### config.mk
export PLATFORM = sky130hd
export DESIGN_NAME = bpfl_ready_queue
export DESIGN_NICKNAME = d
export VERILOG_FILES = /design/src/sv/buffer_pool_free_list_fifo_core_assert.svh /design/src/sv/bpfl_pkg.sv /design/src/sv/bpfl_ready_queue.sv
export SDC_FILE = /design/constraint.sdc
export NUM_CORES = 2
export LEC_CHECK = 0
export BUFFER_PORTS_ARGS = -buffer_cell sky130_fd_sc_hd__buf_2
export CORE_AREA = 2 2 494 496
export CTS_BUF_LIST = sky130_fd_sc_hd__clkbuf_4
export CTS_CLUSTER_DIAMETER = 80
export DETAILED_ROUTE_END_ITERATION = 10
export DIE_AREA = 0 0 496 498
export PLACE_DENSITY = 0.6
export RECOVER_POWER = 50
export SLEW_MARGIN = 20
export SYNTH_ARGS = -nofsm -noshare
export SYNTH_HDL_FRONTEND = slang
export SYNTH_SLANG_ARGS = --single-unit
### constraint.sdc
create_clock -name clk -period 7.12 [get_ports clk]
set_input_delay 0.712 -clock clk [delete_from_list [all_inputs] [get_ports clk]]
set_output_delay 0.712 -clock clk [all_outputs]
set_load 0.05 [all_outputs]
### src/sv/buffer_pool_free_list_fifo_core_assert.svh
// Assertion macros for the buffer pool core
`ifndef BUFFER_POOL_FREE_LIST_FIFO_CORE_ASSERT_SVH
`define BUFFER_POOL_FREE_LIST_FIFO_CORE_ASSERT_SVH

// same-cycle implication
`define BPFL_ASSERT_NOW(lbl, clk, rst_n, ante, cons) \
  lbl: assert property (@(posedge clk) disable iff (!rst_n) (ante) |-> (cons)) \
    else $error("buffer pool assertion failed");

// next-cycle implication
`define BPFL_ASSERT_NEXT(lbl, clk, rst_n, ante, cons) \
  lbl: assert property (@(posedge clk) disable iff (!rst_n) (ante) |=> (cons)) \
    else $error("buffer pool assertion failed");

`endif

### src/sv/bpfl_pkg.sv
package bpfl_pkg;

  localparam int NUM_BUFFERS = 256;
  localparam int IDX_W       = $clog2(NUM_BUFFERS);
  localparam int CNT_W       = $clog2(NUM_BUFFERS + 1);
  localparam int DATA_W      = 8;
  localparam int OUT_CNT_W   = 9;

  typedef enum logic [1:0] {
    OP_ALLOC    = 2'd0,
    OP_READY    = 2'd1,
    OP_RETRIEVE = 2'd2,
    OP_RELEASE  = 2'd3
  } op_t;

  localparam logic [1:0] ST_DONE  = 2'd0;
  localparam logic [1:0] ST_EMPTY = 2'd1;
  localparam logic [1:0] ST_FULL  = 2'd2;

  typedef struct packed {
    logic              push;
    logic              pop;
    logic [DATA_W-1:0] data;
  } lst_req_t;

  typedef struct packed {
    logic empty;
    logic full;
  } lst_stat_t;

endpackage

### src/sv/bpfl_ready_queue.sv
module bpfl_ready_queue
  import bpfl_pkg::*;
(
  input  logic              clk,
  input  logic              rst_n,
  input  lst_req_t          req,
  output lst_stat_t         stat,
  output logic [DATA_W-1:0] rd_data
);

  logic [DATA_W-1:0] mem [NUM_BUFFERS];
  logic [IDX_W-1:0]  head_r;
  logic [IDX_W-1:0]  tail_r;
  logic [CNT_W-1:0]  count_r;
  logic [DATA_W-1:0] rd_data_r;

  assign stat.empty = (count_r == '0);
  assign stat.full  = (count_r == CNT_W'(NUM_BUFFERS));
  assign rd_data    = rd_data_r;

  function automatic logic [IDX_W-1:0] wrap_inc(input logic [IDX_W-1:0] p);
    return (p == IDX_W'(NUM_BUFFERS - 1)) ? '0 : p + IDX_W'(1);
  endfunction

  always_ff @(posedge clk) begin
    if (!rst_n) begin
      head_r  <= '0;
      tail_r  <= '0;
      count_r <= '0;
    end else if (req.push) begin
      tail_r  <= wrap_inc(tail_r);
      count_r <= count_r + CNT_W'(1);
    end else if (req.pop) begin
      head_r  <= wrap_inc(head_r);
      count_r <= count_r - CNT_W'(1);
    end
  end

  always_ff @(posedge clk) begin
    if (req.push) begin
      mem[tail_r] <= req.data;
    end
    if (req.pop) begin
      rd_data_r <= mem[head_r];
    end
  end

endmodule

# Word level (Yosys, flattened, before mapping)
# Memories as Yosys holds them, arrays and structs flattened. A register that Yosys moved wholly into a read port is not among the register bits.
# Cells that the tools add are included.
# word_totals
reg_bits	25
mem_bits_rw	2048
word_cells	21
output_inout_bits	10
memories	1
input_bits	12
# classes
addsub	4
bitwise	1
muxes	6
eq_ne	3
reduce_logical	3
# memory_table
memory	words	word_bits	read_ports	rd_clocked_by_memory_dff	wr	line_no	text
mem	256	8	1	1	1	bpfl_ready_queue.sv:11	logic [DATA_W-1:0] mem [NUM_BUFFERS];
# op_table
op	count
9-bit 2-to-1 mux	2
8-bit by 1-bit adder with 8-bit output, second input constant	2
8-bit == test, second input constant	2
8-bit 2-to-1 mux	2
9-bit by 1-bit adder with 9-bit output, second input constant	1
9-bit == test, second input constant	1
9-bit logical NOT	1
9-bit by 1-bit subtractor with 9-bit output, second input constant	1
1-bit 2-to-1 mux	2
2-bit AND reduction	1
2-bit nonzero test	1
1-bit NOT	1

# Depth between registers and ports, before layout
# logic_depth
depth_word	3
ltp_mapped	13
depth_no_buf	9

# Worst setup path after synthesis
# Ideal clock, no wire load.
# synth_timing
kind	input to register
from	input req[9] (netlist name)
to	register count_r[7]
path_stages	10
required_time_ns	7.058
setup_ns	0.062
arrival_time_ns	2.633
path_buffers	1
slack_ns	4.425
cell_sequence	clkbuf_1 -> inv_1 -> ha_1 -> a21o_1 -> a21oi_1 -> o21ai_0 -> a21oi_1 -> o21ai_0 -> or3_1 -> nand3_1
# synth_via
elab_chain_cells	1
elab_cells_between_ends	2
classes_between	mux (1); reduce/logical (1)
# synth_lines
item	line_no	text
start, declared	bpfl_ready_queue.sv:6	input lst_req_t req,
9-bit 2-to-1 mux / 2-bit nonzero test (equally long branches)	n/a	
end signal, assigned	bpfl_ready_queue.sv:32	count_r <= count_r + CNT_W'(1);
end signal, assigned	bpfl_ready_queue.sv:35	count_r <= count_r - CNT_W'(1);
end, declared	bpfl_ready_queue.sv:14	logic [CNT_W-1:0] count_r;
# Several ways; a longest one is shown, not always the timed one.
# A chain may end at the register's enable or synchronous reset.

# Final worst setup path
# layout_timing
from	input req[4] (netlist name)
to	memory mem[214][4], data pin
# layout_rtl
item	line_no
end, declared	bpfl_ready_queue.sv:11
# No word-level cell before the write port.

==> impl_metrics.env <==
export IMPL_period_needed_ns=5.38
export IMPL_ys_top_cells_by_area="edfxtp_1, mux4_2, mux2i_1"
export IMPL_max_slew_margin_rel=-3.29
export IMPL_intPower_mw=19.2
export IMPL_grt_max_degree=205
export IMPL_syn_area_um2=81700
export IMPL_rows=181
export IMPL_fin_nets=4489
export IMPL_p_clk_frac=0.414
export IMPL_outcome="complete, but fails checks"
export IMPL_violations="capacitance limit, slew limit"
export IMPL_clock_path_buffers=4
export IMPL_cts_max_level=6
export IMPL_final_common_cell="edfxtp_1"
export IMPL_worstHoldPathType="in -> reg"
export IMPL_setup_viol_count_final=0
export IMPL_wl_met3_um=21200
export IMPL_drv_slew=1062
export IMPL_ys_types=79
export IMPL_worst_clock_skew_ns=0.0908
export IMPL_routedWlPerCell_um=28.3
export IMPL_worstPathMaxFanout=90
export IMPL_setup_tns_ns=0
export IMPL_critPathRequiredTime_ns=7.90
export IMPL_critPathCaptureType="register"
export IMPL_cts_buffers=562
export IMPL_worst_pin_slew_ns=6.43
export IMPL_antenna_found_initial=10
export IMPL_critPathKind="in -> reg"
export IMPL_numPortBuffers=21
export IMPL_grt_pass1_wl_um=321000
export IMPL_yosysTopAreaCellShare=0.756
export IMPL_place_hpwl_um=133000
export IMPL_grt_pass1_vias=43700
export IMPL_ys_flop_type="edfxtp_1"
export IMPL_highest_layer="met5"
export IMPL_finalPower_mw=24.8
export IMPL_arrival_ns=6.17
export IMPL_ys_seq_area_frac=0.762
export IMPL_p_leak_nw=27.7
export IMPL_vias_per_cell=5.45
export IMPL_cap_violations=13
export IMPL_p_seq_frac=0.546
export IMPL_fp_dieW_um=496
export IMPL_critPathBufInv=3
export IMPL_tritoncts="built"
export IMPL_wl_met2_um=105000
export IMPL_ant_nets=0
export IMPL_fmax_mhz=186
export IMPL_period_share=0.756
export IMPL_ys_ff_latch=2081
export IMPL_powerDensity_nw_per_um2=270
export IMPL_async_flop_share=0
export IMPL_comb_power_share=0.040
export IMPL_pre_cts_slack_ns=2.79
export IMPL_cts_root_buf="clkbuf_4"
export IMPL_switching_share=0.223
export IMPL_die_area_um2=247000
export IMPL_hold_viol=0
export IMPL_top_level_ports=22
export IMPL_cp_slowest_stage_delay_ns=2.79
export IMPL_clk_latency_ns=1.37
export IMPL_critPathSlowestCell="clkbuf_1"
export IMPL_dr_total_vias=43800
export IMPL_synth_top_cell_by_area="edfxtp_1"
export IMPL_grt_setup_unrepaired="false"
export IMPL_clk_pin_slew_worst_paths_ns=0.07
export IMPL_start_util=0.338
export IMPL_finalWeightedCongestion=0.869
export IMPL_syn_inst=4055
export IMPL_drt_met1_wl_um=92600
export IMPL_drive_gt1_frac=0.290
export IMPL_clock_sinks=2081
export IMPL_setup_slack_ns=1.74
export IMPL_vdd_drop_max_mv=0.132
export IMPL_ys_warn_count=0
export IMPL_core_region_area_um2=242000
export IMPL_utilization=0.379
export IMPL_net_switching_power_mw=5.52
export IMPL_hold_ws_ns=0.502
export IMPL_die_y_um=498
export IMPL_post_cts_setup_buffers=0
export IMPL_postSynthNetCount=4080
export IMPL_layout_common_cells="edfxtp_1, clkbuf_4, mux4_2"
export IMPL_grt_ovfl_total=0
export IMPL_wl_um=227000
export IMPL_syn_to_final_growth_pct=12.2
export IMPL_cp_cell_sequence="dlygate4sd3_1, clkbuf_1, clkbuf_2"
export IMPL_grt_usage=0.181
export IMPL_startpoint_type="input port"
export IMPL_syn_mean_instance_area_um2=20.1
export IMPL_synth_edf_count=2056
export IMPL_first_iter_violations=5595
export IMPL_remaining_drc_errors=0
export IMPL_cp_top_family="buffers and inverters"
export IMPL_drtPass1Iterations=6
sequential cells by signal, summed over array words and instances, names as in the netlist:
register / cells
mem: 2048
tail_r: 8
head_r: 8
count_r: 9
rd_data: 8
power groups by stage:
stage | registers (mW) | clock network [mW] | logic, mW
after floorplan | 13.8 | 0 | 0.573
after global placement | 13.8 | 0 | 0.977
after detailed placement | 13.8 | 0 | 0.994
after CTS | 13.5 | 10.5 | 1.00
after global routing | 13.5 | 11.1 | 1.05
final | 13.5 | 10.2 | 0.988
synthesized netlist by cell type, types with 13 or more instances:
cell and n:
o221ai_1 19, mux2i_1 212, o211ai_1 13, a21oi_1 94, clkbuf_1 90, a221oi_1 45
a22o_1 19, buf_6 31, o22ai_1 33, nor2_1 309, a22oi_1 64, mux2_2 15
buf_2 85, nand3_1 34, dfxtp_1 25, and2_1 17, edfxtp_1 2056, nand2_1 117
buf_12 16, a211oi_1 32, buf_4 13, mux4_2 413, o21ai_0 58, nor2b_1 26
nor3_1 15
worst paths after layout:
check | startpoint | end | slack [ns] | cells after the start
setup / recovery | req[4] | mem[214][4] | 1.74 | 3
hold / removal | rst_n | head_r[1] | 0.50 | 3
setup reg to reg | head_r[0] | rd_data[2] | 2.67 | 7
hold reg to reg | count_r[7] | count_r[7] | 0.52 | 2
repair_timing:
| item | in CTS | in global routing |
|---|---|---|
| hold endpoints to repair | 268 | 0 |
| gates resized for setup | 0 | 0 |
| hold buffers | 10 | 0 |
| setup endpoints to repair | 0 | 0 |
kinds of logic (layout without fill, tap and decap cells):
group,count (synthesis),in the layout,share of synthesized area
DFF,2081,2081,0.762
and+or+nand+nor,575,575,0.0306
other,0,8,0
xor gates and xnor gates,14,14,0.00150
adders and majority gates,13,13,0.00208
AOI/OAI and AO/OA,466,466,0.0400
muxes,642,642,0.143
buffers and inverters,264,1031,0.0213
layout make-up:
cell class	count	area [um^2]
clock buffers	811	6090
inverters	13	48.8
repair buffers	96	863
well taps	3202	4010
flip-flops and latches	2081	62300
diodes	8	20.0
multi-input cells	1710	17800
fillers	22200	150000
clock inverters	111	613
stage by stage:
stage	area, um^2	cells
floorplan	81700	4055
global placement	85000	7091
detailed placement	85000	7091
CTS	91800	8023
global route	91700	8028
finish	91700	8032
worst register-to-register path, stage by stage (launching register included):
cell	delay, ns
dfxtp_4	0.78
buf_12	0.55
mux4_2	0.71
a22o_1	0.24
a2111oi_0	0.80
a311oi_1	0.12
a311oi_1	0.87
nor4_1	0.10
routing by layer:
metal  vias to the layer above  track usage
li1                      17900            -
met1                     22900        0.250
met2                      2421        0.272
met3                       446       0.0445
met4                         4       0.0743
met5                         -            0
Note: power is estimated with default switching activity, not from simulation.
