--- src/sv/buffer_pool_free_list_fifo_core_assert.svh ---
// Assertion macros for the buffer pool core
`ifndef BUFFER_POOL_FREE_LIST_FIFO_CORE_ASSERT_SVH
`define BUFFER_POOL_FREE_LIST_FIFO_CORE_ASSERT_SVH

// same-cycle implication
`define BPFL_ASSERT_NOW(lbl, clk, rst_n, ante, cons) \
  lbl: assert property (@(posedge clk) disable iff (!rst_n) (ante) |-> (cons)) \
    else $error("buffer pool assertion failed");

// next-cycle implication
`define BPFL_ASSERT_NEXT(lbl, clk, rst_n, ante, cons) \
  lbl: assert property (@(posedge clk) disable iff (!rst_n) (ante) |=> (cons)) \
    else $error("buffer pool assertion failed");

`endif

--- src/sv/bpfl_pkg.sv ---
package bpfl_pkg;

  localparam int NUM_BUFFERS = 256;
  localparam int IDX_W       = $clog2(NUM_BUFFERS);
  localparam int CNT_W       = $clog2(NUM_BUFFERS + 1);
  localparam int DATA_W      = 8;
  localparam int OUT_CNT_W   = 9;

  typedef enum logic [1:0] {
    OP_ALLOC    = 2'd0,
    OP_READY    = 2'd1,
    OP_RETRIEVE = 2'd2,
    OP_RELEASE  = 2'd3
  } op_t;

  localparam logic [1:0] ST_DONE  = 2'd0;
  localparam logic [1:0] ST_EMPTY = 2'd1;
  localparam logic [1:0] ST_FULL  = 2'd2;

  typedef struct packed {
    logic              push;
    logic              pop;
    logic [DATA_W-1:0] data;
  } lst_req_t;

  typedef struct packed {
    logic empty;
    logic full;
  } lst_stat_t;

endpackage

--- src/sv/bpfl_free_stack.sv ---
module bpfl_free_stack
  import bpfl_pkg::*;
(
  input  logic              clk,
  input  logic              rst_n,
  input  lst_req_t          req,
  output lst_stat_t         stat,
  output logic [DATA_W-1:0] rd_data
);

  logic [DATA_W-1:0] mem [NUM_BUFFERS];
  logic [CNT_W-1:0]  top_r;
  logic [CNT_W-1:0]  low_r;
  logic [DATA_W-1:0] rd_data_r;
  logic [DATA_W-1:0] rd_fill_r;
  logic              rd_written_r;
  logic [CNT_W-1:0]  top_dec;

  assign top_dec    = top_r - CNT_W'(1);
  assign stat.empty = (top_r == '0);
  assign stat.full  = (top_r == CNT_W'(NUM_BUFFERS));
  // entries below the low-water mark were never written and read back as their own index
  assign rd_data    = rd_written_r ? rd_data_r : rd_fill_r;

  always_ff @(posedge clk) begin
    if (!rst_n) begin
      top_r <= CNT_W'(NUM_BUFFERS);
      low_r <= CNT_W'(NUM_BUFFERS);
    end else if (req.pop) begin
      top_r <= top_dec;
      if (top_dec < low_r) begin
        low_r <= top_dec;
      end
    end else if (req.push) begin
      top_r <= top_r + CNT_W'(1);
    end
  end

  always_ff @(posedge clk) begin
    if (req.push) begin
      mem[top_r[IDX_W-1:0]] <= req.data;
    end
    if (req.pop) begin
      rd_data_r    <= mem[top_dec[IDX_W-1:0]];
      rd_fill_r    <= DATA_W'(top_dec);
      rd_written_r <= (top_dec >= low_r);
    end
  end

endmodule

--- config.mk ---
export PLATFORM = sky130hd
export DESIGN_NAME = bpfl_free_stack
export DESIGN_NICKNAME = d
export VERILOG_FILES = /design/src/sv/buffer_pool_free_list_fifo_core_assert.svh /design/src/sv/bpfl_pkg.sv /design/src/sv/bpfl_free_stack.sv
export SDC_FILE = /design/constraint.sdc
export NUM_CORES = 2
export LEC_CHECK = 0
export ABC_AREA = 1
export BUFFER_PORTS_ARGS = -buffer_cell sky130_fd_sc_hd__buf_2
export CAP_MARGIN = 20
export CELL_PAD_IN_SITES_DETAIL_PLACEMENT = 1
export CELL_PAD_IN_SITES_GLOBAL_PLACEMENT = 1
export CORE_MARGIN = 5
export CORE_UTILIZATION = 47
export DETAILED_ROUTE_END_ITERATION = 8
export HOLD_SLACK_MARGIN = 0.1
export PLACE_DENSITY_LB_ADDON = 0.1
export SETUP_SLACK_MARGIN = 0.1
export SYNTH_ARGS = -nofsm -noshare
export SYNTH_HDL_FRONTEND = slang
export SYNTH_SLANG_ARGS = --single-unit
--- constraint.sdc ---
create_clock -name clk -period 3.5 [get_ports clk]
set_clock_uncertainty 0.2 [all_clocks]
set_input_delay 0.35 -clock clk [delete_from_list [all_inputs] [get_ports clk]]
set_output_delay 0.35 -clock clk [all_outputs]
set_load 0.01 [all_outputs]
Yosys cells after proc, flatten, opt, wreduce, memory -nomap -nowiden
Memories as Yosys holds them, arrays and structs flattened. A register that Yosys moved wholly into a read port is not among the register bits.
Cells that the tools add are included.
- magnitude comparators: 2
- $add $sub $neg: 2
- equality and inequality tests: 1
- reduce and logical (&&, ||, !) cells: 3
- muxes and demuxes: 5
- operator list (kind ; count):
    9-bit 2-to-1 mux ; 2
    9-bit by 1-bit adder with 9-bit output (second input constant) ; 1
    9-bit equality test (second input constant) ; 1
    9-bit greater-or-equal comparator ; 1
    9-bit logical NOT ; 1
    9-bit less-than comparator ; 1
    9-bit by 1-bit subtractor with 9-bit output (second input constant) ; 1
    8-bit 2-to-1 mux ; 1
    1-bit 2-to-1 mux ; 2
    2-bit AND reduction ; 1
    2-bit nonzero test ; 1
- bits in writable memories: 2048
- word-level logic and storage cells: 18
- memories kept: 1
- bits of input ports: 12
- register bits after elaboration: 27
- memories (name ; words ; width ; rd ports ; clocked after Yosys merged registers in ; wr ports ; RTL line ; text):
    mem ; 256 ; 8 ; 1 ; 1 ; 1 ; bpfl_free_stack.sv:11 ; logic [DATA_W-1:0] mem [NUM_BUFFERS];

Depth between registers and ports, before layout
- depth in word-level cells: 3
- mapped depth: 20
- gate-level depth less buffers: 16

Worst setup path before layout
OpenSTA, ideal clock, no wires.
- path type: reg-to-reg
- from: register top_r[0]
- to: register low_r[3]
- setup slack: -0.071 ns
- stages on the path, launching flop included: 19
- period minus slack after synthesis: 3.571 ns
- library setup time: 0.127 ns
- data arrival time: 3.244 ns
- path through: dfxtp_1 buf_4 inv_4 buf_4 buf_4 buf_2 ha_1 nand2_4 nor2_4 xor2_4 inv_2 buf_4 ha_1 a21o_1 a21boi_0 nand4_1 clkbuf_1 o21ai_0 a21oi_1
- cells in the longest elaborated chain, start to end: 3
- RTL lines (item ; RTL line ; text):
    start, declared ; bpfl_free_stack.sv:12 ; logic [CNT_W-1:0] top_r;
    start signal, assigned ; bpfl_free_stack.sv:27 ; top_r <= CNT_W'(NUM_BUFFERS);
    start signal, assigned ; bpfl_free_stack.sv:30 ; top_r <= top_dec;
    start signal, assigned ; bpfl_free_stack.sv:35 ; top_r <= top_r + CNT_W'(1);
    9-bit by 1-bit subtractor with 9-bit output ; bpfl_free_stack.sv:19 ; assign top_dec = top_r - CNT_W'(1);
    via top_dec[0] ; bpfl_free_stack.sv:17 ; logic [CNT_W-1:0] top_dec;
    9-bit less-than comparator ; bpfl_free_stack.sv:31 ; if (top_dec < low_r) begin
    2-bit AND reduction (no source line) ; -- ;
    end signal, assigned ; bpfl_free_stack.sv:28 ; low_r <= CNT_W'(NUM_BUFFERS);
    end signal, assigned ; bpfl_free_stack.sv:32 ; low_r <= top_dec;
    end, declared ; bpfl_free_stack.sv:13 ; logic [CNT_W-1:0] low_r;
The timed path passes the listed nets, and every way through them passes these cells.
A chain may end at the register's enable or synchronous reset.

Worst setup path in the final report
- from: register top_r[0]
- to: register rd_data_r[2] (read register of mem), data pin
- cells in the longest elaborated chain, start to end: 1
- RTL lines (item ; RTL line ; text):
    9-bit by 1-bit subtractor with 9-bit output ; bpfl_free_stack.sv:19 ;
    end, declared ; bpfl_free_stack.sv:14 ; logic [DATA_W-1:0] rd_data_r;
No other way between the ends.

==> results.ini <==
[status]
outcome=finished clean

[synth]
syn_area_um2=84900
ys_seq_area_share_pct=73.5
synth_xor_xnor_area_share_pct=0.0516
synth_cells=7181
synth_adder_area_share_pct=0.192
async_flop_share_pct=0
synth_top_family_by_area=simple AND/OR/NAND/NOR gates
yosysWarnings=0
yosys.area_share.simple_pct=22.8
yosys_most_used_dff=edfxtp_1
ys_ff_latch=2083
synth_edf_count=2065
synthesis.nets=7206
synthMuxAreaShare_pct=0.106
synth_compound_area_share_pct=0.324
syn_area_per_cell_um2=11.8
synth_cell_types=35

[final_layout]
finalNetCount=7369
drive_above_1_share_pct=10.2
nFillCells=18335
layout-area-overhead-vs-synth_pct=13.9

[floorplan]
rows=156
start_util_pct=47.1
die_w_um=435
die_y_um=435
coreArea_um2=180000
io-pin-count=22
die_area_um2=189000

[power]
p_seq_share_pct=46.6
ir_drop_uv=622
internal-power_mw=42.6
pwr-share-clk_pct=37.1
power_density_nw_per_um2=616
p_switching_mw=17.0
comb_power_share_pct=16.3
switching_share_pct=28.5
p_leak_nw=34.0
p_total_mw=59.6

[clocking]
cts.path.max_buffers=3
cts.clk_slew.worst_paths_ps=60
cts_made_buffers=216
cts_sinks=2083
cts_tree=yes
clock-root-buffer=clkbuf_16
cts_max_level=4
clk_latency_ps=880
cts_setup_buffers=0

[sta]
worst-slew-pin-transition_ps=1180
setup_viol=0
hold_viol=0
fin_tns_setup_ps=0
rsz0062_at_grt=yes
max_freq_mhz=299
finalCritPeriodShare_pct=95.5
finalCriticalPeriod_ps=3340
drv_slew=0
relSlewSlack_pct=21.4

[worst_setup_path]
timing_worst_setup_path_type=register to register
worstPathRequired_ps=4030
critPathArrivalTime_ps=3870
critPathMaxFanout=30
crit_path_end_kind=register
cp-start-kind=register

[job]
cap_violations=0

[global_route]
antenna_found_initial=5
overflow=0
grtUsageTotal_pct=27.4
first_global_vias=59263
grt_first_pass_wirelength_um=391000
grt_max_degree=175

[routing]
ant_nets=0
viasPerCell=5.86
num_vias=58013
drt-total-wl_um=266000
route.detailed.drc=0
drt-initial-drc-count=5753
drt-wirelength-per-cell_um=26.8
drtPass1Iterations=5

[placed_design]
portBuffers=21
hpwlAfterDp_um=158000
gp_congestion=0.847

[worst_hold_path]
worstHoldPathType=register to register

## flip-flops by register name, indices dropped and copies added (netlist names)
name / count
rd_fill_r: 8
rd_written_r: 1
mem: 2048
rd_data_r: 8
low_r: 9
top_r: 9
## power by group through the flow
| stage | Clock (mW) | Sequential, mW | Combinational (mW) |
|---|---|---|---|
| 4_1_cts | 22.4 | 27.7 | 9.60 |
| 6_report | 22.1 | 27.7 | 9.71 |
| 2_1_floorplan | 0 | 28.2 | 5.21 |
| 3_5_place_dp | 0 | 28.3 | 9.53 |
| 5_1_grt | 23.6 | 27.7 | 10.4 |
| 3_3_place_gp | 0 | 28.3 | 9.42 |
## critical path, cell delays in order (launching register included)
cell	delay (ps)
dfxtp_4	420
inv_16	90
ha_4	430
clkinv_8	230
buf_12	250
buf_12	180
nand3_1	80
nand3_1	100
nand3_1	170
nand3_1	350
nand3_1	290
nand3_1	120
nand2_1	80
nand2_1	90
nand2_1	70
## final timing paths
kind,from,slack (ps),depth (start not counted),end
max,top_r[0],160,14,rd_data_r[2]
min,low_r[2],260,2,low_r[2]
max reg2reg,top_r[0],160,14,rd_data_r[2]
min reg2reg,low_r[2],260,2,low_r[2]
## final cells by class
cell class / count / area [µm²] / share of cell area, %
timing repair buffer: 433 / 4290 / 4.43
clock buffer: 276 / 5700 / 5.90
tap: 2370 / 2970 / 3.07
clock inverter: 130 / 1010 / 1.04
inverter: 63 / 265 / 0.274
multi-input combinational: 4547 / 20100 / 20.8
antenna: 4 / 10.0 / 0.0103
sequential: 2083 / 62400 / 64.5
## logic make-up after synthesis
logic type                 Yosys count
buffers and inverters              551
muxes                                8
AOI/OAI and AO/OA                   49
and+or+nand+nor                   4475
adders and majority gates           13
DFF                               2083
xor gates and xnor gates             2
## metal layers
layer / track usage (%) / part of all wire (%) / vias to the layer above
li1: - / - / 25834
met1: 38.4 / 43 / 29888
met2: 44.4 / 47 / 1859
met3: 4.20 / 6.3 / 430
met4: 8.97 / 3.3 / 2
met5: 0 / 0.0049 / -
## cells in the mapped netlist (all sizes together), types with 2 or more instances
cell type / n / share of area (%)
nand3: 2025 / 12
o221ai: 2 / 0.021
clkbuf: 106 / 0.47
edfxtp: 2065 / 73
nor2: 292 / 1.3
a21oi: 19 / 0.11
xor2: 2 / 0.052
nand2: 2152 / 9.5
clkinv: 2 / 0.0088
nor3: 3 / 0.031
ha: 13 / 0.19
buf: 382 / 2.3
nand4: 2 / 0.015
dfxtp: 18 / 0.42
a311oi: 2 / 0.021
inv: 61 / 0.27
mux2: 8 / 0.11
o21ai: 21 / 0.13
## repair_timing
item                                    in CTS  in global routing
hold endpoints to repair                  1476                  0
resized for setup                            1                 19
cloned                                       0                  2
hold buffers                                12                  0
endpoints found under the setup margin       1                 17
## placed cells by master (no fill, tap or decap), types with 15 or more instances in the layout
master,instances
a21oi_1,19
buf_12,65
buf_4,322
clkbuf_1,55
clkbuf_16,220
clkinv_1,56
clkinv_2,47
dfxtp_1,17
edfxtp_1,2065
inv_1,51
nand2_1,2131
nand2_2,15
nand3_1,2020
nor2_1,288
o21ai_0,20
## through the flow
step	std cells	utilization [%]	hold slack (ps)	instance area (µm²)	setup slack, ps
global route	9902	53.7	289	96700	74.8
global placement	9482	49.8	249	89700	120
detailed placement	9482	49.8	256	89700	74.9
CTS	9900	53.6	238	96600	113
finish	9906	53.7	263	96700	159
floorplan	7181	-	235	84900	105
Power figures use the tool's default switching activity.
